$ cat config.mk
export PLATFORM = sky130hd
export DESIGN_NAME = crank_tooth_gap_decoder
export DESIGN_NICKNAME = d
export VERILOG_FILES = /design/src/sv/ctgd_pkg.sv /design/src/sv/crank_tooth_gap_decoder.sv /design/src/sv/ctgd_front.sv /design/src/sv/ctgd_queue.sv /design/src/sv/ctgd_back.sv
export SDC_FILE = /design/constraint.sdc
export NUM_CORES = 1
export LEC_CHECK = 0
export BUFFER_PORTS_ARGS = -buffer_cell sky130_fd_sc_hd__buf_2
export CAP_MARGIN = 20
export CORE_MARGIN = 2
export CORE_UTILIZATION = 58
export DETAILED_ROUTE_END_ITERATION = 10
export PLACE_DENSITY = 0.83
export SLEW_MARGIN = 20
export SYNTH_ARGS = -nofsm -noshare
export SYNTH_HDL_FRONTEND = slang
export SYNTH_HIERARCHICAL = 1
export SYNTH_SLANG_ARGS = --single-unit
$ cat constraint.sdc
create_clock -name i_clk -period 22.3 [get_ports i_clk]
set_input_delay 3.345 -clock i_clk [delete_from_list [all_inputs] [get_ports i_clk]]
set_output_delay 3.345 -clock i_clk [all_outputs]
set_load 0.01 [all_outputs]
$ cat src/sv/ctgd_pkg.sv
// ctgd_pkg: shared types and constants for the crank tooth gap decoder.
// Used by ctgd_front, ctgd_queue, ctgd_back and crank_tooth_gap_decoder.
package ctgd_pkg;

    // Fixed field widths
    localparam int TIMER_BITS     = 16;
    localparam int COUNT_BITS     = 8;
    localparam int EFF_BITS       = 7;
    localparam int MASK_BITS      = 64;
    localparam int MASK_IDX_BITS  = 6;
    localparam int RPM_BITS       = 25;
    localparam int STEP_BITS      = 5;
    localparam int CFG_ADDR_BITS  = 5;
    localparam int CFG_DATA_BITS  = 64;

    // Highest tooth number that may raise an event
    localparam logic [COUNT_BITS-1:0] MAX_EVENT_TEETH = 8'd64;

    // RPM = RPM_NUMERATOR / tooth ticks
    localparam logic [RPM_BITS-1:0] RPM_NUMERATOR = 25'd26901000;

    // Default depth of the queue between front and back
    localparam int QUEUE_DEPTH_DEF = 2;

    // Configuration register reset values
    localparam logic [7:0]          GAP_SIZE_RST    = 8'd2;
    localparam logic [7:0]          TOOTH_TOTAL_RST = 8'd60;
    localparam logic [EFF_BITS-1:0] EFF_TEETH_RST   = 7'd58;

    // Input command codes; code 3 is unused
    typedef enum logic [1:0] {
        CMD_TOOTH = 2'd0,
        CMD_STOP  = 2'd1,
        CMD_PHASE = 2'd2
    } t_cmd;

    // Register indexes on the configuration port
    typedef enum logic [1:0] {
        REG_GAP_SIZE    = 2'd0,
        REG_TOOTH_TOTAL = 2'd1,
        REG_EFF_TEETH   = 2'd2,
        REG_EVENT_MASK  = 2'd3
    } t_reg_idx;

    typedef struct packed {
        logic [7:0]           gap_size;
        logic [7:0]           tooth_total;
        logic [EFF_BITS-1:0]  effective_teeth;
        logic [MASK_BITS-1:0] event_mask;
    } t_cfg;

    // One classified word, handed from front to back
    typedef struct packed {
        logic                  tooth_event;
        logic [COUNT_BITS-1:0] tooth_number;
        logic                  phase_flag;
        logic                  phase_pin;
        logic [TIMER_BITS-1:0] tooth_ticks;
        logic [TIMER_BITS-1:0] gap_ticks;
        logic                  running;
    } t_rec;

    typedef enum logic {
        FR_IDLE = 1'b0,
        FR_MOD  = 1'b1
    } t_front_state;

    typedef enum logic [1:0] {
        BK_IDLE = 2'd0,
        BK_DIV  = 2'd1,
        BK_OUT  = 2'd2
    } t_back_state;

endpackage

$ cat src/sv/crank_tooth_gap_decoder.sv
// crank_tooth_gap_decoder: top level with the configuration registers.
// Instantiates ctgd_front, ctgd_queue and ctgd_back; depends on ctgd_pkg.
//
// Usage:
//   Input channel (i_valid / o_stall) carries one event word: a tooth pulse
//   with its 16-bit timer capture, an engine-stopped timeout or a cam phase
//   edge. Output channel (o_valid / i_stall) returns one result word per
//   event: tooth event flag, tooth number, phase flag and pin, tooth and
//   gap ticks, running flag and RPM.
//   The front updates the wheel state in the accept cycle; when the count
//   must first be reduced modulo a lowered tooth total it first runs a
//   modulo pass. Records wait in a queue, so the front keeps taking words
//   while a result is held. The back divides 26901000 by the tooth ticks
//   with a one-bit-per-cycle divider, for a running word with nonzero
//   ticks only; it takes a new record only once the last result is taken.
//   Reset clears the wheel state and loads gap size 2, tooth total 60,
//   effective teeth 58 and an empty event mask. While the receiver stalls,
//   the result word holds, the queue fills and o_stall rises.
//   Registers are 64-bit at byte addresses 0, 8, 16, 24; write them only
//   while no word is in flight.
module crank_tooth_gap_decoder #(
    parameter int QUEUE_DEPTH = ctgd_pkg::QUEUE_DEPTH_DEF
) (
    input  logic                               i_clk,
    input  logic                               i_rst_n,
    input  logic                               i_valid,
    output logic                               o_stall,
    input  logic [1:0]                         i_cmd,
    input  logic [15:0]                        i_capture_time,
    output logic                               o_valid,
    input  logic                               i_stall,
    output logic                               o_tooth_event,
    output logic [7:0]                         o_tooth_number,
    output logic                               o_phase_flag,
    output logic                               o_phase_pin,
    output logic [15:0]                        o_tooth_ticks,
    output logic [15:0]                        o_gap_ticks,
    output logic                               o_running,
    output logic [ctgd_pkg::RPM_BITS-1:0]      o_rpm,
    input  logic                               psel,
    input  logic                               penable,
    input  logic                               pwrite,
    input  logic [ctgd_pkg::CFG_ADDR_BITS-1:0] paddr,
    input  logic [ctgd_pkg::CFG_DATA_BITS-1:0] pwdata,
    output logic [ctgd_pkg::CFG_DATA_BITS-1:0] prdata,
    output logic                               pready
);
    import ctgd_pkg::*;

    logic [7:0]           r_gap_size;
    logic [7:0]           r_tooth_total;
    logic [EFF_BITS-1:0]  r_effective_teeth;
    logic [MASK_BITS-1:0] r_event_mask;

    t_cfg     w_cfg;
    t_reg_idx w_reg;
    logic     w_cfg_wr;
    logic     w_push, w_full, w_pop, w_empty;
    t_rec     w_front_rec, w_queue_rec;

    // Configuration port
    assign pready   = 1'b1;
    assign w_reg    = t_reg_idx'(paddr[4:3]);
    assign w_cfg_wr = psel && penable && pwrite && pready;

    always_ff @(posedge i_clk) begin
        if (!i_rst_n) begin
            r_gap_size        <= GAP_SIZE_RST;
            r_tooth_total     <= TOOTH_TOTAL_RST;
            r_effective_teeth <= EFF_TEETH_RST;
            r_event_mask      <= '0;
        end else if (w_cfg_wr) begin
            case (w_reg)
                REG_GAP_SIZE:    r_gap_size        <= pwdata[7:0];
                REG_TOOTH_TOTAL: r_tooth_total     <= pwdata[7:0];
                REG_EFF_TEETH:   r_effective_teeth <= pwdata[EFF_BITS-1:0];
                REG_EVENT_MASK:  r_event_mask      <= pwdata[MASK_BITS-1:0];
                default: begin
                end
            endcase
        end
    end

    // Read back
    always_comb begin
        case (w_reg)
            REG_GAP_SIZE:    prdata = {56'b0, r_gap_size};
            REG_TOOTH_TOTAL: prdata = {56'b0, r_tooth_total};
            REG_EFF_TEETH:   prdata = {57'b0, r_effective_teeth};
            REG_EVENT_MASK:  prdata = r_event_mask;
            default:         prdata = '0;
        endcase
    end

    assign w_cfg.gap_size        = r_gap_size;
    assign w_cfg.tooth_total     = r_tooth_total;
    assign w_cfg.effective_teeth = r_effective_teeth;
    assign w_cfg.event_mask      = r_event_mask;

    ctgd_front u_front (
        .i_clk          (i_clk),
        .i_rst_n        (i_rst_n),
        .i_valid        (i_valid),
        .o_stall        (o_stall),
        .i_cmd          (i_cmd),
        .i_capture_time (i_capture_time),
        .i_cfg          (w_cfg),
        .i_full         (w_full),
        .o_push         (w_push),
        .o_rec          (w_front_rec)
    );

    ctgd_queue #(
        .DEPTH (QUEUE_DEPTH)
    ) u_queue (
        .i_clk   (i_clk),
        .i_rst_n (i_rst_n),
        .i_push  (w_push),
        .i_rec   (w_front_rec),
        .o_full  (w_full),
        .i_pop   (w_pop),
        .o_empty (w_empty),
        .o_rec   (w_queue_rec)
    );

    ctgd_back u_back (
        .i_clk          (i_clk),
        .i_rst_n        (i_rst_n),
        .i_empty        (w_empty),
        .i_rec          (w_queue_rec),
        .o_pop          (w_pop),
        .o_valid        (o_valid),
        .i_stall        (i_stall),
        .o_tooth_event  (o_tooth_event),
        .o_tooth_number (o_tooth_number),
        .o_phase_flag   (o_phase_flag),
        .o_phase_pin    (o_phase_pin),
        .o_tooth_ticks  (o_tooth_ticks),
        .o_gap_ticks    (o_gap_ticks),
        .o_running      (o_running),
        .o_rpm          (o_rpm)
    );

    // The front never pushes into a full queue
    a_no_overflow: assert property (@(posedge i_clk) disable iff (!i_rst_n)
        w_push |-> !w_full)
        else $error("front pushed into a full queue");

    // A stopped engine reports zero RPM
    a_rpm_stopped: assert property (@(posedge i_clk) disable iff (!i_rst_n)
        (o_valid && !o_running) |-> (o_rpm == '0))
        else $error("nonzero rpm while stopped");

    // An event names a tooth inside the event range
    a_event_range: assert property (@(posedge i_clk) disable iff (!i_rst_n)
        (o_valid && o_tooth_event) |->
        ((o_tooth_number != 8'd0) && (o_tooth_number <= MAX_EVENT_TEETH)))
        else $error("tooth event outside the event range");

endmodule

$ cat src/sv/ctgd_front.sv
// ctgd_front: accepts input words, updates the wheel state and pushes one
// record per word into the queue. Depends on ctgd_pkg.
module ctgd_front (
    input  logic             i_clk,
    input  logic             i_rst_n,
    input  logic             i_valid,
    output logic             o_stall,
    input  logic [1:0]       i_cmd,
    input  logic [15:0]      i_capture_time,
    input  ctgd_pkg::t_cfg   i_cfg,
    input  logic             i_full,
    output logic             o_push,
    output ctgd_pkg::t_rec   o_rec
);
    import ctgd_pkg::*;

    t_front_state r_state, n_state;

    logic [TIMER_BITS-1:0] r_last_capture, n_last_capture;
    logic [TIMER_BITS-1:0] r_last_interval, n_last_interval;
    logic                  r_have_capture, n_have_capture;
    logic [COUNT_BITS-1:0] r_tooth_count, n_tooth_count;
    logic [TIMER_BITS-1:0] r_tooth_interval, n_tooth_interval;
    logic [TIMER_BITS-1:0] r_gap_interval, n_gap_interval;
    logic                  r_phase_seen, n_phase_seen;
    logic                  r_phase_level, n_phase_level;

    logic [1:0]            r_cmd;
    logic [TIMER_BITS-1:0] r_cap;
    logic [COUNT_BITS-1:0] r_rem, n_rem;
    logic [2:0]            r_step;

    logic                  w_accept;
    logic                  w_need_mod;
    logic                  w_apply;
    logic [COUNT_BITS-1:0] w_total;
    logic [14:0]           w_sub;
    logic [14:0]           w_rem_ext;
    logic [14:0]           w_diff;
    logic [COUNT_BITS-1:0] w_count_mod;
    logic [1:0]            w_cmd;
    logic [TIMER_BITS-1:0] w_cap;
    logic [TIMER_BITS-1:0] w_delta;
    logic [COUNT_BITS-1:0] w_idx;
    logic                  w_ev;

    // Handshake: take a word only when idle and the queue has room
    assign o_stall  = (r_state != FR_IDLE) || i_full;
    assign w_accept = i_valid && !o_stall;
    assign w_total  = (i_cfg.tooth_total == 8'd0) ? 8'd1 : i_cfg.tooth_total;

    // With gap detection off, a tooth count above the tooth total needs a modulo pass first
    assign w_need_mod = (i_cmd == CMD_TOOTH) && r_have_capture &&
                        (i_cfg.gap_size == 8'd0) && (r_tooth_count > w_total);

    // One restoring step of count mod total per cycle
    assign w_sub     = {7'b0, w_total} << r_step;
    assign w_rem_ext = {7'b0, r_rem};
    assign w_diff    = w_rem_ext - w_sub;
    assign n_rem     = (w_rem_ext >= w_sub) ? w_diff[7:0] : r_rem;

    assign w_apply = ((r_state == FR_IDLE) && w_accept && !w_need_mod) ||
                     ((r_state == FR_MOD) && (r_step == 3'd0));

    // Pick the word and the reduced count for the update
    always_comb begin
        if (r_state == FR_IDLE) begin
            w_cmd       = i_cmd;
            w_cap       = i_capture_time;
            w_count_mod = (r_tooth_count == w_total) ? 8'd0 : r_tooth_count;
        end else begin
            w_cmd       = r_cmd;
            w_cap       = r_cap;
            w_count_mod = n_rem;
        end
    end

    assign w_delta = w_cap - r_last_capture;

    // Wheel state update for one word
    always_comb begin
        n_last_capture   = r_last_capture;
        n_last_interval  = r_last_interval;
        n_have_capture   = r_have_capture;
        n_tooth_count    = r_tooth_count;
        n_tooth_interval = r_tooth_interval;
        n_gap_interval   = r_gap_interval;
        n_phase_seen     = r_phase_seen;
        n_phase_level    = r_phase_level;
        case (w_cmd)
            CMD_TOOTH: begin
                if (r_have_capture) begin
                    if (i_cfg.gap_size != 8'd0) begin
                        if ({1'b0, w_delta} > {r_last_interval, 1'b0}) begin
                            n_gap_interval = w_delta;
                            n_tooth_count  = 8'd1;
                            n_phase_seen   = 1'b0;
                        end else begin
                            n_tooth_interval = w_delta;
                            if (r_tooth_count != 8'd0) begin
                                n_tooth_count = (r_tooth_count == 8'hFF) ? 8'd1 :
                                                r_tooth_count + 8'd1;
                            end
                        end
                    end else begin
                        n_tooth_interval = w_delta;
                        n_tooth_count    = w_count_mod + 8'd1;
                    end
                    n_last_interval = w_delta;
                end
                n_last_capture = w_cap;
                n_have_capture = 1'b1;
            end
            CMD_STOP: begin
                n_have_capture = 1'b0;
            end
            CMD_PHASE: begin
                n_phase_level = !r_phase_level;
                n_phase_seen  = 1'b1;
            end
            default: begin
            end
        endcase
    end

    // Tooth event: counted tooth in range and enabled in the mask
    assign w_idx = n_tooth_count - 8'd1;
    assign w_ev  = (w_cmd == CMD_TOOTH) && r_have_capture &&
                   (n_tooth_count != 8'd0) &&
                   (n_tooth_count <= {1'b0, i_cfg.effective_teeth}) &&
                   (n_tooth_count <= MAX_EVENT_TEETH) &&
                   i_cfg.event_mask[w_idx[MASK_IDX_BITS-1:0]];

    // Build the record for the queue
    assign o_push             = w_apply;
    assign o_rec.tooth_event  = w_ev;
    assign o_rec.tooth_number = n_tooth_count;
    assign o_rec.phase_flag   = n_phase_seen;
    assign o_rec.phase_pin    = n_phase_level;
    assign o_rec.tooth_ticks  = n_tooth_interval;
    assign o_rec.gap_ticks    = n_gap_interval;
    assign o_rec.running      = n_have_capture;

    // Next state
    always_comb begin
        n_state = r_state;
        case (r_state)
            FR_IDLE: begin
                if (w_accept && w_need_mod) begin
                    n_state = FR_MOD;
                end
            end
            FR_MOD: begin
                if (r_step == 3'd0) begin
                    n_state = FR_IDLE;
                end
            end
            default: n_state = FR_IDLE;
        endcase
    end

    always_ff @(posedge i_clk) begin
        if (!i_rst_n) begin
            r_state <= FR_IDLE;
        end else begin
            r_state <= n_state;
        end
    end

    // Hold the wheel state
    always_ff @(posedge i_clk) begin
        if (!i_rst_n) begin
            r_last_capture   <= '0;
            r_last_interval  <= '0;
            r_have_capture   <= 1'b0;
            r_tooth_count    <= '0;
            r_tooth_interval <= '0;
            r_gap_interval   <= '0;
            r_phase_seen     <= 1'b0;
            r_phase_level    <= 1'b0;
            r_step           <= '0;
        end else begin
            if (w_apply) begin
                r_last_capture   <= n_last_capture;
                r_last_interval  <= n_last_interval;
                r_have_capture   <= n_have_capture;
                r_tooth_count    <= n_tooth_count;
                r_tooth_interval <= n_tooth_interval;
                r_gap_interval   <= n_gap_interval;
                r_phase_seen     <= n_phase_seen;
                r_phase_level    <= n_phase_level;
            end
            if (r_state == FR_IDLE) begin
                r_step <= 3'd7;
            end else begin
                r_step <= r_step - 3'd1;
            end
        end
    end

    // Latch the word and advance the remainder during the modulo pass
    always_ff @(posedge i_clk) begin
        if (r_state == FR_IDLE) begin
            r_cmd <= i_cmd;
            r_cap <= i_capture_time;
            r_rem <= r_tooth_count;
        end else begin
            r_rem <= n_rem;
        end
    end

endmodule

$ cat src/sv/ctgd_queue.sv
// ctgd_queue: short first-in first-out queue of records between front and
// back. Depends on ctgd_pkg.
module ctgd_queue #(
    parameter int DEPTH = ctgd_pkg::QUEUE_DEPTH_DEF
) (
    input  logic           i_clk,
    input  logic           i_rst_n,
    input  logic           i_push,
    input  ctgd_pkg::t_rec i_rec,
    output logic           o_full,
    input  logic           i_pop,
    output logic           o_empty,
    output ctgd_pkg::t_rec o_rec
);
    import ctgd_pkg::*;

    localparam int PTR_BITS = (DEPTH > 1) ? $clog2(DEPTH) : 1;
    localparam int CNT_BITS = $clog2(DEPTH + 1);

    t_rec                r_mem [DEPTH];
    logic [PTR_BITS-1:0] r_wr_ptr, r_rd_ptr;
    logic [CNT_BITS-1:0] r_count;
    logic                w_wr, w_rd;

    assign o_full  = (r_count == CNT_BITS'(DEPTH));
    assign o_empty = (r_count == '0);
    assign w_wr    = i_push && !o_full;
    assign w_rd    = i_pop && !o_empty;
    assign o_rec   = r_mem[r_rd_ptr];

    // Store the pushed word
    always_ff @(posedge i_clk) begin
        if (w_wr) begin
            r_mem[r_wr_ptr] <= i_rec;
        end
    end

    // Advance pointers and fill count
    always_ff @(posedge i_clk) begin
        if (!i_rst_n) begin
            r_wr_ptr <= '0;
            r_rd_ptr <= '0;
            r_count  <= '0;
        end else begin
            if (w_wr) begin
                r_wr_ptr <= (r_wr_ptr == PTR_BITS'(DEPTH - 1)) ? '0 : r_wr_ptr + 1'b1;
            end
            if (w_rd) begin
                r_rd_ptr <= (r_rd_ptr == PTR_BITS'(DEPTH - 1)) ? '0 : r_rd_ptr + 1'b1;
            end
            if (w_wr && !w_rd) begin
                r_count <= r_count + 1'b1;
            end else if (w_rd && !w_wr) begin
                r_count <= r_count - 1'b1;
            end
        end
    end

endmodule

$ cat src/sv/ctgd_back.sv
// ctgd_back: pops records, computes RPM with a radix-2 restoring divider and
// holds the result word until the receiver takes it. Depends on ctgd_pkg.
module ctgd_back (
    input  logic                          i_clk,
    input  logic                          i_rst_n,
    input  logic                          i_empty,
    input  ctgd_pkg::t_rec                i_rec,
    output logic                          o_pop,
    output logic                          o_valid,
    input  logic                          i_stall,
    output logic                          o_tooth_event,
    output logic [7:0]                    o_tooth_number,
    output logic                          o_phase_flag,
    output logic                          o_phase_pin,
    output logic [15:0]                   o_tooth_ticks,
    output logic [15:0]                   o_gap_ticks,
    output logic                          o_running,
    output logic [ctgd_pkg::RPM_BITS-1:0] o_rpm
);
    import ctgd_pkg::*;

    t_back_state r_state, n_state;

    t_rec                  r_rec;
    logic [TIMER_BITS-1:0] r_rem, n_rem;
    logic [RPM_BITS-1:0]   r_quo, n_quo;
    logic [STEP_BITS-1:0]  r_step;
    logic                  w_do_div;
    logic [TIMER_BITS:0]   w_shift;
    logic [TIMER_BITS:0]   w_diff;
    logic                  w_qbit;

    assign o_pop    = (r_state == BK_IDLE) && !i_empty;
    assign w_do_div = i_rec.running && (i_rec.tooth_ticks != '0);

    // One quotient bit per cycle
    assign w_shift = {r_rem, r_quo[RPM_BITS-1]};
    assign w_diff  = w_shift - {1'b0, r_rec.tooth_ticks};
    assign w_qbit  = (w_shift >= {1'b0, r_rec.tooth_ticks});
    assign n_rem   = w_qbit ? w_diff[TIMER_BITS-1:0] : w_shift[TIMER_BITS-1:0];
    assign n_quo   = {r_quo[RPM_BITS-2:0], w_qbit};

    // Next state
    always_comb begin
        n_state = r_state;
        case (r_state)
            BK_IDLE: begin
                if (!i_empty) begin
                    n_state = w_do_div ? BK_DIV : BK_OUT;
                end
            end
            BK_DIV: begin
                if (r_step == '0) begin
                    n_state = BK_OUT;
                end
            end
            BK_OUT: begin
                if (!i_stall) begin
                    n_state = BK_IDLE;
                end
            end
            default: n_state = BK_IDLE;
        endcase
    end

    always_ff @(posedge i_clk) begin
        if (!i_rst_n) begin
            r_state <= BK_IDLE;
        end else begin
            r_state <= n_state;
        end
    end

    // Load the record, then iterate the divider
    always_ff @(posedge i_clk) begin
        case (r_state)
            BK_IDLE: begin
                r_rec  <= i_rec;
                r_rem  <= '0;
                r_quo  <= w_do_div ? RPM_NUMERATOR : '0;
                r_step <= STEP_BITS'(RPM_BITS - 1);
            end
            BK_DIV: begin
                r_rem  <= n_rem;
                r_quo  <= n_quo;
                r_step <= r_step - 1'b1;
            end
            default: begin
            end
        endcase
    end

    // Drive the result word from the held record
    assign o_valid        = (r_state == BK_OUT);
    assign o_tooth_event  = r_rec.tooth_event;
    assign o_tooth_number = r_rec.tooth_number;
    assign o_phase_flag   = r_rec.phase_flag;
    assign o_phase_pin    = r_rec.phase_pin;
    assign o_tooth_ticks  = r_rec.tooth_ticks;
    assign o_gap_ticks    = r_rec.gap_ticks;
    assign o_running      = r_rec.running;
    assign o_rpm          = r_quo;

endmodule

== After elaboration in Yosys (flattened, before gate mapping) ==
Memories as Yosys holds them, arrays and structs flattened. A register that Yosys moved wholly into a read port is not among the register bits.
Index checks and enable logic that the tools add are counted.

* Memory bits (writable): 88
* Input port bits: 94
* Logic and storage cells: 170
* Memories: 1
* Register bits after elaboration: 288
* Output and inout bits: 136

{| class="wikitable"
|+ Memories
! name !! words !! width !! rd ports !! clocked after memory_dff !! write ports !! line !! text
|-
| u_queue.r_mem || 2 || 44 || 1 || 1 || 1 || ctgd_queue.sv:20 || <nowiki>t_rec r_mem [DEPTH];</nowiki>
|}

* Equal/unequal tests: 13
* Bitwise gates (word level): 1
* Reduce and logical (&&, ||, !) cells: 52
* $lt $le $gt $ge: 7
* Shift operators: 1
* $add $sub $neg: 12
* Mux-type cells: 52

{| class="wikitable"
|+ Operators with widths
! kind !! number
|-
| 64-bit case mux with 4 select lines || 1
|-
| 16-bit two-way mux || 10
|-
| 8-bit two-way mux || 11
|-
| 25-bit case mux with 2 select lines || 1
|-
| 16-bit case mux with 2 select lines || 1
|-
| 16-bit subtractor || 2
|-
| 25-bit two-way mux || 1
|-
| 8-bit nonzero test || 3
|-
| 1-bit logical AND || 21
|-
| 17-bit by 16-bit >= comparator with 1-bit output || 1
|-
| 16-bit by 17-bit greater-than comparator with 1-bit output || 1
|-
| 8-bit by 1-bit adder with 8-bit output, second input constant || 2
|-
| 8-bit zero test || 2
|-
| 16-bit nonzero test || 1
|-
| 8-bit by 15-bit >= comparator with 1-bit output || 1
|-
| 8-bit by 3-bit left shift with 15-bit output || 1
|-
| 2-bit two-way mux || 7
|-
| 1-bit two-way mux || 13
|-
| 2-bit == test, second input constant || 5
|-
| 2-bit zero test || 5
|-
| 5-bit case mux with 2 select lines || 1
|-
| 2-bit AND reduction || 5
|-
| 8-bit == test || 1
|-
| 8-bit == test, second input constant || 1
|-
| 25 further kinds || 40
|}

== Longest topological paths before layout ==
Gate-level depths: netlist of the first run.

* Word-level depth: 15
* Depth in mapped cells: 39
* Depth with buffers taken out: 34

== Modules after synthesis ==
Netlist of the first run, hierarchy kept.

{| class="wikitable"
|+ By module, submodules not included
! module !! times used !! area each (µm²) !! cells each
|-
| ctgd_front || 1 || 7708.6 || 898
|-
| ctgd_back || 1 || 4384.2 || 344
|-
| crank_tooth_gap_decoder || 1 || 4110.2 || 445
|-
| ctgd_queue || 1 || 3407.0 || 162
|}

== Worst setup path after synthesis of the first run ==
OpenSTA, ideal clock, no wires.

* Path kind: input -> register
* Start: input i_capture_time[0]
* End: memory u_queue/r_mem[0][43] in the netlist's numbering (data pin)
* Cell stages on the path: 30
* Data arrival time: 9681 ps
* Setup slack: 12367 ps
* Path through: mux2i_1 -> ha_1 -> inv_1 -> fa_1 -> a21o_1 -> a21oi_1 -> o21ai_0 -> a21oi_1 -> o21ai_0 -> a21oi_1 -> o21bai_1 -> a2111oi_0 -> nand4b_1 -> nand3_1 -> ha_1 -> nand4b_1 -> nor2_1 -> o21a_1 -> a211oi_2 -> o211ai_1 -> nor4_2 -> or3_4 -> ha_1 -> clkbuf_2 -> clkbuf_1 -> mux4_2 -> mux4_1 -> a22oi_2 -> a211oi_2 -> buf_4

* Word-level cells in the longest chain between the ends: 12

{| class="wikitable"
|+ Ends and longest elaborated chain
! item !! line !! text
|-
| start, declared || crank_tooth_gap_decoder.sv:29 || <nowiki>input logic [15:0] i_capture_time,</nowiki>
|-
| 16-bit two-way mux * || -- ||
|-
| 16-bit subtractor * || ctgd_front.sv:78 || <nowiki>assign w_delta = w_cap - r_last_capture;</nowiki>
|-
| named net u_front.w_delta[14] || ctgd_front.sv:43 || <nowiki>logic [TIMER_BITS-1:0] w_delta;</nowiki>
|-
| 16-bit by 17-bit greater-than comparator with 1-bit output * || ctgd_front.sv:94 || <nowiki>if ({1'b0, w_delta} > {r_last_interval, 1'b0}) begin</nowiki>
|-
| 8-bit two-way mux * || ctgd_front.sv:94 ||
|-
| 8-bit two-way mux * || ctgd_front.sv:93 || <nowiki>if (i_cfg.gap_size != 8'd0) begin</nowiki>
|-
| 8-bit two-way mux * || ctgd_front.sv:92 || <nowiki>if (r_have_capture) begin</nowiki>
|-
| 8-bit two-way mux * || ctgd_front.sv:90 || <nowiki>case (w_cmd)</nowiki>
|-
| parallel branches: the longest is 4 deep, another holds 6-bit by 1-bit subtractor with 6-bit output || -- ||
|-
| 1-bit logical AND * || ctgd_front.sv:131 || <nowiki>(n_tooth_count <= MAX_EVENT_TEETH) &&</nowiki>
|-
| named net u_front.w_ev || ctgd_front.sv:45 || <nowiki>logic w_ev;</nowiki>
|-
| end, declared || ctgd_queue.sv:20 ||
|}

Mark *: on every way through the listed nets, which the timed path passes. The select of a mux whose other input is x is not followed.

==> results of run 1 <==
-- worst max-delay path, cell delays in order --
cell	delay [ns]
sky130_fd_sc_hd__buf_2	0.09
sky130_fd_sc_hd__mux2i_1	0.23
sky130_fd_sc_hd__ha_1	0.22
sky130_fd_sc_hd__inv_1	0.06
sky130_fd_sc_hd__fa_1	0.40
sky130_fd_sc_hd__a21o_1	0.18
sky130_fd_sc_hd__a21oi_1	0.22
sky130_fd_sc_hd__o21ai_0	0.13
sky130_fd_sc_hd__a21oi_1	0.23
sky130_fd_sc_hd__o21ai_0	0.11
sky130_fd_sc_hd__a21oi_1	0.24
sky130_fd_sc_hd__o21bai_1	0.12
sky130_fd_sc_hd__a2111oi_0	0.71
sky130_fd_sc_hd__nand4b_1	0.20
sky130_fd_sc_hd__nand3_1	0.25
sky130_fd_sc_hd__ha_1	0.41
sky130_fd_sc_hd__nand4b_1	0.14
sky130_fd_sc_hd__nor2_1	0.21
sky130_fd_sc_hd__o21a_1	0.19
sky130_fd_sc_hd__a211oi_2	0.11
sky130_fd_sc_hd__o211ai_1	0.43
sky130_fd_sc_hd__nor4_2	0.11
sky130_fd_sc_hd__or3_4	0.42
sky130_fd_sc_hd__ha_1	0.81
sky130_fd_sc_hd__mux4_2	0.42
sky130_fd_sc_hd__mux4_1	0.54
sky130_fd_sc_hd__a22oi_1	0.24
sky130_fd_sc_hd__a211oi_2	0.12
-- placed cells by master, fill, tap and decap left out, types with 76 or more instances in the layout --
cell | synthesis | final
sky130_fd_sc_hd__mux2_2 | 76 | 76
sky130_fd_sc_hd__nor2_1 | 120 | 119
sky130_fd_sc_hd__inv_1 | 110 | 109
sky130_fd_sc_hd__nand2_1 | 225 | 225
sky130_fd_sc_hd__dfxtp_1 | 199 | 198
sky130_fd_sc_hd__a21oi_1 | 98 | 97
sky130_fd_sc_hd__mux2i_1 | 130 | 130
sky130_fd_sc_hd__buf_2 | 10 | 224
sky130_fd_sc_hd__ha_1 | 77 | 77
sky130_fd_sc_hd__edfxtp_1 | 178 | 178
-- power groups by stage --
stage	sequential [uW]	clock (uW)	combinational [uW]
after detailed placement	972	0	681
after floorplan	989	0	460
final	957	691	689
after CTS	958	701	687
after global placement	965	0	660
after global routing	972	729	752
-- metal layers --
metal  track usage (%)  up-vias
met1             32.52     6997
met5                 0        -
met4             9.146        2
li1                  -     6970
met2             43.35      490
met3             4.043      110
-- path summary, 6_finish.rpt --
kind	slack [ns]	endpoint	cells past startpoint
max	11.64	u_queue/r_mem[1][43]	28
min	0.46	u_front/r_last_interval[10]	2
max reg2reg	13.64	u_queue/r_mem[1][43]	27
min reg2reg	0.46	u_front/r_last_interval[10]	2
-- synthesized netlist by cell type, types with 5 or more instances --
| master | number | area share (%) |
|---|---|---|
| sky130_fd_sc_hd__a211oi_1 | 24 | 0.92 |
| sky130_fd_sc_hd__o21a_1 | 15 | 0.57 |
| sky130_fd_sc_hd__a31oi_1 | 6 | 0.19 |
| sky130_fd_sc_hd__nor2_1 | 120 | 2.3 |
| sky130_fd_sc_hd__o211ai_1 | 5 | 0.19 |
| sky130_fd_sc_hd__mux4_1 | 14 | 1.9 |
| sky130_fd_sc_hd__nor4_1 | 10 | 0.32 |
| sky130_fd_sc_hd__buf_1 | 9 | 0.17 |
| sky130_fd_sc_hd__a21oi_1 | 98 | 2.5 |
| sky130_fd_sc_hd__a21o_1 | 22 | 0.84 |
| sky130_fd_sc_hd__mux2_2 | 76 | 4.4 |
| sky130_fd_sc_hd__nand2_1 | 225 | 4.3 |
| sky130_fd_sc_hd__inv_2 | 5 | 0.096 |
| sky130_fd_sc_hd__nor2b_1 | 23 | 0.73 |
| sky130_fd_sc_hd__nand4_1 | 11 | 0.35 |
| sky130_fd_sc_hd__ha_1 | 77 | 4.9 |
| sky130_fd_sc_hd__and2_1 | 25 | 0.80 |
| sky130_fd_sc_hd__a21oi_2 | 7 | 0.31 |
| sky130_fd_sc_hd__nor3b_1 | 6 | 0.23 |
| sky130_fd_sc_hd__mux2i_1 | 130 | 6.6 |
| sky130_fd_sc_hd__clkbuf_1 | 59 | 1.1 |
| sky130_fd_sc_hd__mux4_2 | 17 | 2.0 |
| sky130_fd_sc_hd__buf_2 | 10 | 0.26 |
| sky130_fd_sc_hd__a21boi_0 | 7 | 0.27 |
| sky130_fd_sc_hd__edfxtp_1 | 178 | 27 |
| sky130_fd_sc_hd__nor3_1 | 21 | 0.54 |
| sky130_fd_sc_hd__buf_8 | 6 | 0.46 |
| sky130_fd_sc_hd__buf_6 | 7 | 0.40 |
| sky130_fd_sc_hd__and3_1 | 67 | 2.1 |
| sky130_fd_sc_hd__a211o_1 | 5 | 0.22 |
| sky130_fd_sc_hd__xnor2_1 | 26 | 1.2 |
| sky130_fd_sc_hd__inv_1 | 110 | 2.1 |
| sky130_fd_sc_hd__nand3_1 | 35 | 0.89 |
| sky130_fd_sc_hd__o21ai_1 | 13 | 0.33 |
| sky130_fd_sc_hd__or3_1 | 8 | 0.26 |
| sky130_fd_sc_hd__buf_4 | 9 | 0.34 |
| sky130_fd_sc_hd__xor2_1 | 13 | 0.58 |
| sky130_fd_sc_hd__o21ai_0 | 45 | 1.1 |
| sky130_fd_sc_hd__dfxtp_1 | 199 | 20 |
| sky130_fd_sc_hd__nand2b_1 | 11 | 0.35 |
-- cell families after synthesis --
logic type,Yosys count
other,1
buffers and inverters,221
AOI/OAI and AO/OA,308
adders and majority gates,80
muxes,239
and+or+nand+nor,581
xor gates and xnor gates,42
DFF,377
-- metrics by stage --
| step | hold slack [ns] | total power, uW | std cells | util [%] | setup slack, ns |
|---|---|---|---|---|---|
| 2_1_floorplan | 0.4363 | 1449 | 1849 | - | 12.37 |
| 3_3_place_gp | 0.4417 | 1625 | 2433 | 62.36 | 11.35 |
| 3_5_place_dp | 0.4498 | 1653 | 2433 | 62.38 | 11.28 |
| 4_1_cts | 0.4580 | 2347 | 2506 | 66.50 | 11.77 |
| 5_1_grt | 0.4752 | 2453 | 2507 | 66.61 | 11.13 |
| 6_report | 0.4618 | 2337 | 2507 | 66.61 | 11.64 |
-- final cells by class --
cell class,instances,share of cell area (%)
Multi-Input combinational cell,1251,41.74
Tap cell,448,2.516
Clock inverter,17,1.067
Sequential cell,377,41.88
Inverter,118,2.022
Clock buffer,56,5.127
Timing Repair Buffer,240,5.644
==> key figures, run 1 <==
Hold path
  • Worst min-delay path category: reg -> reg
  • Hold path start: u_front/r_last_interval[10]

Synth
  • Post-Syn Nets: 2,023
  • Area fraction in compound gates after synthesis: 10.67%
  • Sequential share of the synthesized area: between 40% and 50%
  • Share of synthesized flip-flops with an asynchronous set or reset: 0%
  • Number of enable-type register cells in the synthesized netlist: between 150 and 200
  • Synthesized flop and latch total: 377
  • Post-synthesis cell area: 19,610 um^2
  • Synth Area in Simple Gates: between 10% and 20%
  • Area share of xor/xnor cells in the synthesized design: 2.048%
  • Flip-flop cell with the highest count after synthesis: sky130_fd_sc_hd__dfxtp_1
  • Share of synthesized area spent on multiplexers: 14.98%
  • Count of warnings emitted by yosys: 6
  • Synthesized netlist cell count: 1,849
  • Mean post-synth cell area: 10.61 um^2
  • Number of distinct standard cells referenced by the synthesized netlist: 100
  • Area share of fa/ha/maj cells after synthesis: approximately 5.2%
  • Combinational family with the most area after synthesis: multiplexers

Placement
  • Count of buffers inserted at the top-level ports: 225
  • Final HPWL from detailed placement: 30,640 um
  • Instance area after placement: 20,860 um^2
  • Global placer's final weighted congestion: between 0.9 and 1

Global route
  • Pin count of the biggest net entering global routing: 127
  • Number of antenna violations at the first check in global routing: 1
  • Final global-route overflow total: 0
  • GRT Overall Usage: roughly a quarter
  • Via count of the first global-routing pass: 14,318
  • Global-route wire length before repair: ~73,000 um

Setup path
  • Worst reg2reg startpoint: u_front/r_state
  • Data arrival, critical path: 10.94 ns
  • Worst setup path category: in -> reg
  • Worst setup path start: i_capture_time[0]
  • Largest fanout on the critical path: 16
  • Sort of element at the end of the critical path: flop
  • Data required time of the critical path: about 23 ns
  • Setup crit start kind: input port

Cells and area
  • Number of filler instances in the final layout: approximately 2,500
  • Multi-input logic area: approximately 9300 um^2
  • FF/Latch Area: 9330 um^2
  • Net count reported at finish: roughly 2,200
  • Layout area overhead: 13.61%
  • Post-route cell area: ~22,000 um^2
  • Max reg flops: 88
  • Antenna Cells: 0
  • Register name with the most flops: u_queue/r_mem
  • Fraction of final layout cells sized beyond drive strength 1: between 20% and 30%

Power and ir drop
  • Total power per unit cell area: 104.9 nW/um^2
  • Leakage component of the power: 0.009393 uW
  • Internal power consumption: ~1600 uW
  • Worst IR drop on VDD: roughly 75 uV
  • Share of power burned in the clock network: 29.6%
  • Switching power as a share of total power: ~32%
  • Power dissipated by switching net loads: around 750 uW
  • Sequential Power Share: 40.9%
  • Gate power share: 29.5%

Run
  • Total of max-cap violations: 0

Die
  • Initial Utilization: 58.63%
  • Area of the core region: 33,450 um^2
  • Die boundary height: 187.9 um
  • Number of placement rows: 67
  • I/O pin cnt: 230
  • Die ar.: 35,300 um^2
  • Die boundary width: 187.9 um

STA
  • Number of failing hold endpoints at the final stage: 0
  • Share of the cycle needed by the critical path after routing: 47.80%
  • Setup violations, final: 0
  • Pins over their slew limit: 0
  • Fmax achieved: 0.09381 GHz
  • Setup repair after global routing missed its margin: false
  • Post-route setup TNS: 0 ns
  • Fin Clk Skew: 0.03325 ns
  • Least-Margin Pin Slew: ~1.1 ns
  • Post-route minimum period: 10.66 ns
  • Worst slew margin: 25.33%

Route
  • Post-route ant nets: 0
  • Total length of routed wires: 45,530 um
  • DRC violation count after routing: 0
  • Met2 wire length: ~22,000 um
  • Highest metal used: met5
  • Met3 wirelength from detailed routing: about 2800 um
  • Number of vias per cell: 5.811
  • First-pass iteration count of the detailed router: 5
  • Detailed-route wire length per cell: 18.16 um
  • Number of vias in the routed layout: 14,569
  • Initial DRC count: between 1,000 and 1,500
  • Wl on met1: around 19,000 um

Clock tree
  • Maximum count of clock buffers along a single path: 3
  • Total clock buffers created by CTS: 40
  • Cts-stage hold buffer count: 0
  • Number of clock sinks seen by CTS: 377
  • Insertion delay of the later-clocked pin in the worst-skew pair: 0.55 ns
  • Setup repair bufs after CTS: 0
  • H-tree level count: 2
  • Post-CTS resize count: 0
  • TritonCTS clock tree: yes
  • Buffer cell driving the clock tree root: sky130_fd_sc_hd__clkbuf_16
  • Clock-pin slew on the worst setup and hold paths: 0.06 ns

Run status
  • Result of the run: finished clean
(Power assumes the default switching activity.)
==> inputs of run 2 (changes only) <==
- CORE_UTILIZATION: 58 -> 53
- PLACE_DENSITY: 0.83 -> 0.8
- clock period: 22.3 -> 8.8 ns (I/O delays scaled with it)
==> key figures, run 2 (synthesized netlist as in run 1, its figures left out) <==
Run status
  • Result of the run: finished clean

Setup path
  • Worst setup path category: in -> reg
  • Maximum cell stage delay along the critical path: 0.55 ns (-0.26 ns)
  • Length in cells of the worst reg-to-reg path: 29 (+7.4%)
  • Data required time of the critical path: 9.09 ns (-13.49 ns)
  • Worst reg2reg startpoint: u_front/r_state
  • Worst setup path start: i_capture_time[0]
  • Reg-to-reg slack, setup: 0.83 ns (-12.81 ns)
  • Data arrival, critical path: 8.43 ns (-2.51 ns)
  • End of the worst register-to-register path: u_queue/r_mem[1][43]
  • Sort of element at the end of the critical path: flop
  • Critical path capture point: u_queue/r_mem[1][43]
  • Setup crit start kind: input port
  • Critical-path top delay cell: sky130_fd_sc_hd__mux4_1
  • Largest fanout on the critical path: 16 (unchanged)

Die
  • Area of the core region: 36,520 um^2 (+9.2%)
  • Die ar.: 38,560 um^2 (+9.2%)
  • Die boundary width: 196.4 um (+4.5%)
  • Die boundary height: 196.4 um (+4.5%)
  • Initial Utilization: 53.69% (-4.9 points)
  • I/O pin cnt: 230 (unchanged)
  • Number of placement rows: 70 (+4.5%)

STA
  • Worst slew margin: 24.35% (-0.98 points)
  • Fmax achieved: 0.1228 GHz
  • Number of failing hold endpoints at the final stage: 0 (unchanged)
  • Share of the cycle needed by the critical path after routing: 92.56%
  • Setup repair after global routing missed its margin: false
  • Fin Clk Skew: 0.04092 ns (+0.007679 ns)
  • Pins over their slew limit: 0 (unchanged)
  • Post-route minimum period: 8.145 ns
  • Hold WS: 0.4599 ns (-0.001950 ns)
  • Setup violations, final: 0 (unchanged)
  • Least-Margin Pin Slew: 1.130 ns (+0.01046 ns)
  • Post-route setup TNS: 0 ns (unchanged)

Route
  • Detailed-route wire length per cell: 18.50 um (+1.9%)
  • Highest metal used: met5
  • First-pass iteration count of the detailed router: 6 (+1)
  • DRC violation count after routing: 0 (unchanged)
  • Post-route ant nets: 0 (unchanged)
  • Number of vias in the routed layout: 14,662 (+0.64%)
  • Total length of routed wires: 46,960 um (+3.1%)
  • Wl on met1: 19,560 um (+2.7%)
  • Number of vias per cell: 5.777 (-0.59%)
  • Initial DRC count: 871 (-22%)
  • Met3 wirelength from detailed routing: 2874 um (+4.4%)
  • Met2 wire length: 23,140 um (+4.0%)

Global route
  • GRT Overall Usage: 23.97% (-1.3 points)
  • Global-route wire length before repair: 74,730 um (+2.3%)
  • Pin count of the biggest net entering global routing: 77 (-39%)
  • Final global-route overflow total: 0 (unchanged)
  • Number of antenna violations at the first check in global routing: 1 (unchanged)
  • Via count of the first global-routing pass: 14,365 (+0.33%)

Hold path
  • Worst min-delay path category: reg -> reg

Power and ir drop
  • Leakage component of the power: 0.009452 uW (+0.63%)
  • Total power per unit cell area: 265.6 nW/um^2 (+150%)
  • Worst IR drop on VDD: 153.0 uV (+100%)

Clock tree
  • Total clock buffers created by CTS: 41 (+2.5%)
  • Cts-stage hold buffer count: 0 (unchanged)
  • Buffer cell driving the clock tree root: sky130_fd_sc_hd__clkbuf_16
  • Maximum count of clock buffers along a single path: 3 (unchanged)
  • Number of clock sinks seen by CTS: 377 (unchanged)
  • H-tree level count: 2 (unchanged)
  • Insertion delay of the later-clocked pin in the worst-skew pair: 0.57 ns (+0.02 ns)
  • TritonCTS clock tree: yes
  • Clock-pin slew on the worst setup and hold paths: 0.06 ns (about the same)
  • Setup repair bufs after CTS: 0 (unchanged)
  • Post-CTS resize count: 0 (unchanged)

Cells and area
  • Register name with the most flops: u_queue/r_mem
  • Fraction of final layout cells sized beyond drive strength 1: 22.37% (+0.22 points)
  • Layout area overhead: 14.18%
  • Net count reported at finish: 2,212 (+0.45%)
  • Most used cells in the layout excluding fill and tap cells: sky130_fd_sc_hd__nand2_1 (225), sky130_fd_sc_hd__buf_2 (224), sky130_fd_sc_hd__dfxtp_1 (197), sky130_fd_sc_hd__edfxtp_1 (178), sky130_fd_sc_hd__mux2i_1 (130)
  • Max reg flops: 88 (unchanged)
  • Antenna Cells: 0 (unchanged)
  • Leading cell type in the layout, fill and taps excluded: sky130_fd_sc_hd__nand2_1

Run
  • Total of max-cap violations: 0 (unchanged)

Placement
  • Final HPWL from detailed placement: 32,270 um (+5.3%)
  • Global placer's final weighted congestion: 0.8885 (-1.7%)
  • Count of buffers inserted at the top-level ports: 225 (unchanged)
[run 2: cell types whose count changed in the layout (fill, tap and decap cells not counted), moves of 2 or more]
| cell | previous run | this run |
|---|---|---|
| sky130_fd_sc_hd__buf_4 | 14 | 22 |
| sky130_fd_sc_hd__clkinvlp_4 | 2 | 0 |
| sky130_fd_sc_hd__clkinv_4 | 3 | 1 |
| sky130_fd_sc_hd__buf_12 | 1 | 3 |
| sky130_fd_sc_hd__clkbuf_1 | 9 | 13 |
[run 2: worst max-delay path: cells and delay by family]
family / cells / cell delay (ns)
AO/OA/AOI/OAI: 13 / 2.85
multiplexers: 3 / 1.10
adder cells (fa/ha/maj): 4 / 1.30
AND/OR/NAND/NOR: 6 / 1.22
buffers and inverters: 4 / 0.61
[run 2: worst min path at each step]
stage                                 from                           to  slack [ns]  cells past startpoint
2_1_floorplan  u_front/r_last_interval[10]  u_front/r_last_interval[10]        0.44                      2
3_3_place_gp   u_front/r_last_interval[10]  u_front/r_last_interval[10]        0.44                      2
6_report        u_front/r_last_interval[5]   u_front/r_last_interval[5]        0.46                      2
5_1_grt         u_front/r_last_interval[3]   u_front/r_last_interval[3]        0.47                      2
3_5_place_dp    u_front/r_last_interval[3]   u_front/r_last_interval[3]        0.45                      2
4_1_cts         u_front/r_last_interval[5]   u_front/r_last_interval[5]        0.46                      2
[run 2: layout make-up]
type	instances	area, um^2
clock buffers	61	1165
well taps	468	585.6
flip-flops and latches	377	9331
multi-input cells	1251	9283
clock inverters	14	229.0
fillers	2920	14130
inverters	118	450.4
repair buffers	249	1346
[run 2: report_power, final]
group | total, uW | switching, uW | internal, uW
sequential | 2440 | 169 | 2270
clock | 1760 | 715 | 1050
combinational | 1740 | 1050 | 695
[run 2: layer usage]
| layer | up-vias | global-route usage (%) |
|---|---|---|
| met4 | 2 | 8.081 |
| met3 | 112 | 3.645 |
| met2 | 522 | 40.98 |
| met1 | 7019 | 31.25 |
| met5 | - | 0 |
| li1 | 7007 | - |
[run 2: through the flow]
stage	std cells	total power, uW	util [%]	worst slack (ns)	instance area (um^2)
floorplan	1849	3672	-	0.6693	19610
global placement	2460	4150	57.32	0.4466	20940
detailed placement	2460	4209	57.32	0.3352	20940
CTS	2535	5980	61.14	0.7555	22330
global route	2538	6254	61.31	0.1043	22390
finish	2538	5946	61.31	0.6549	22390
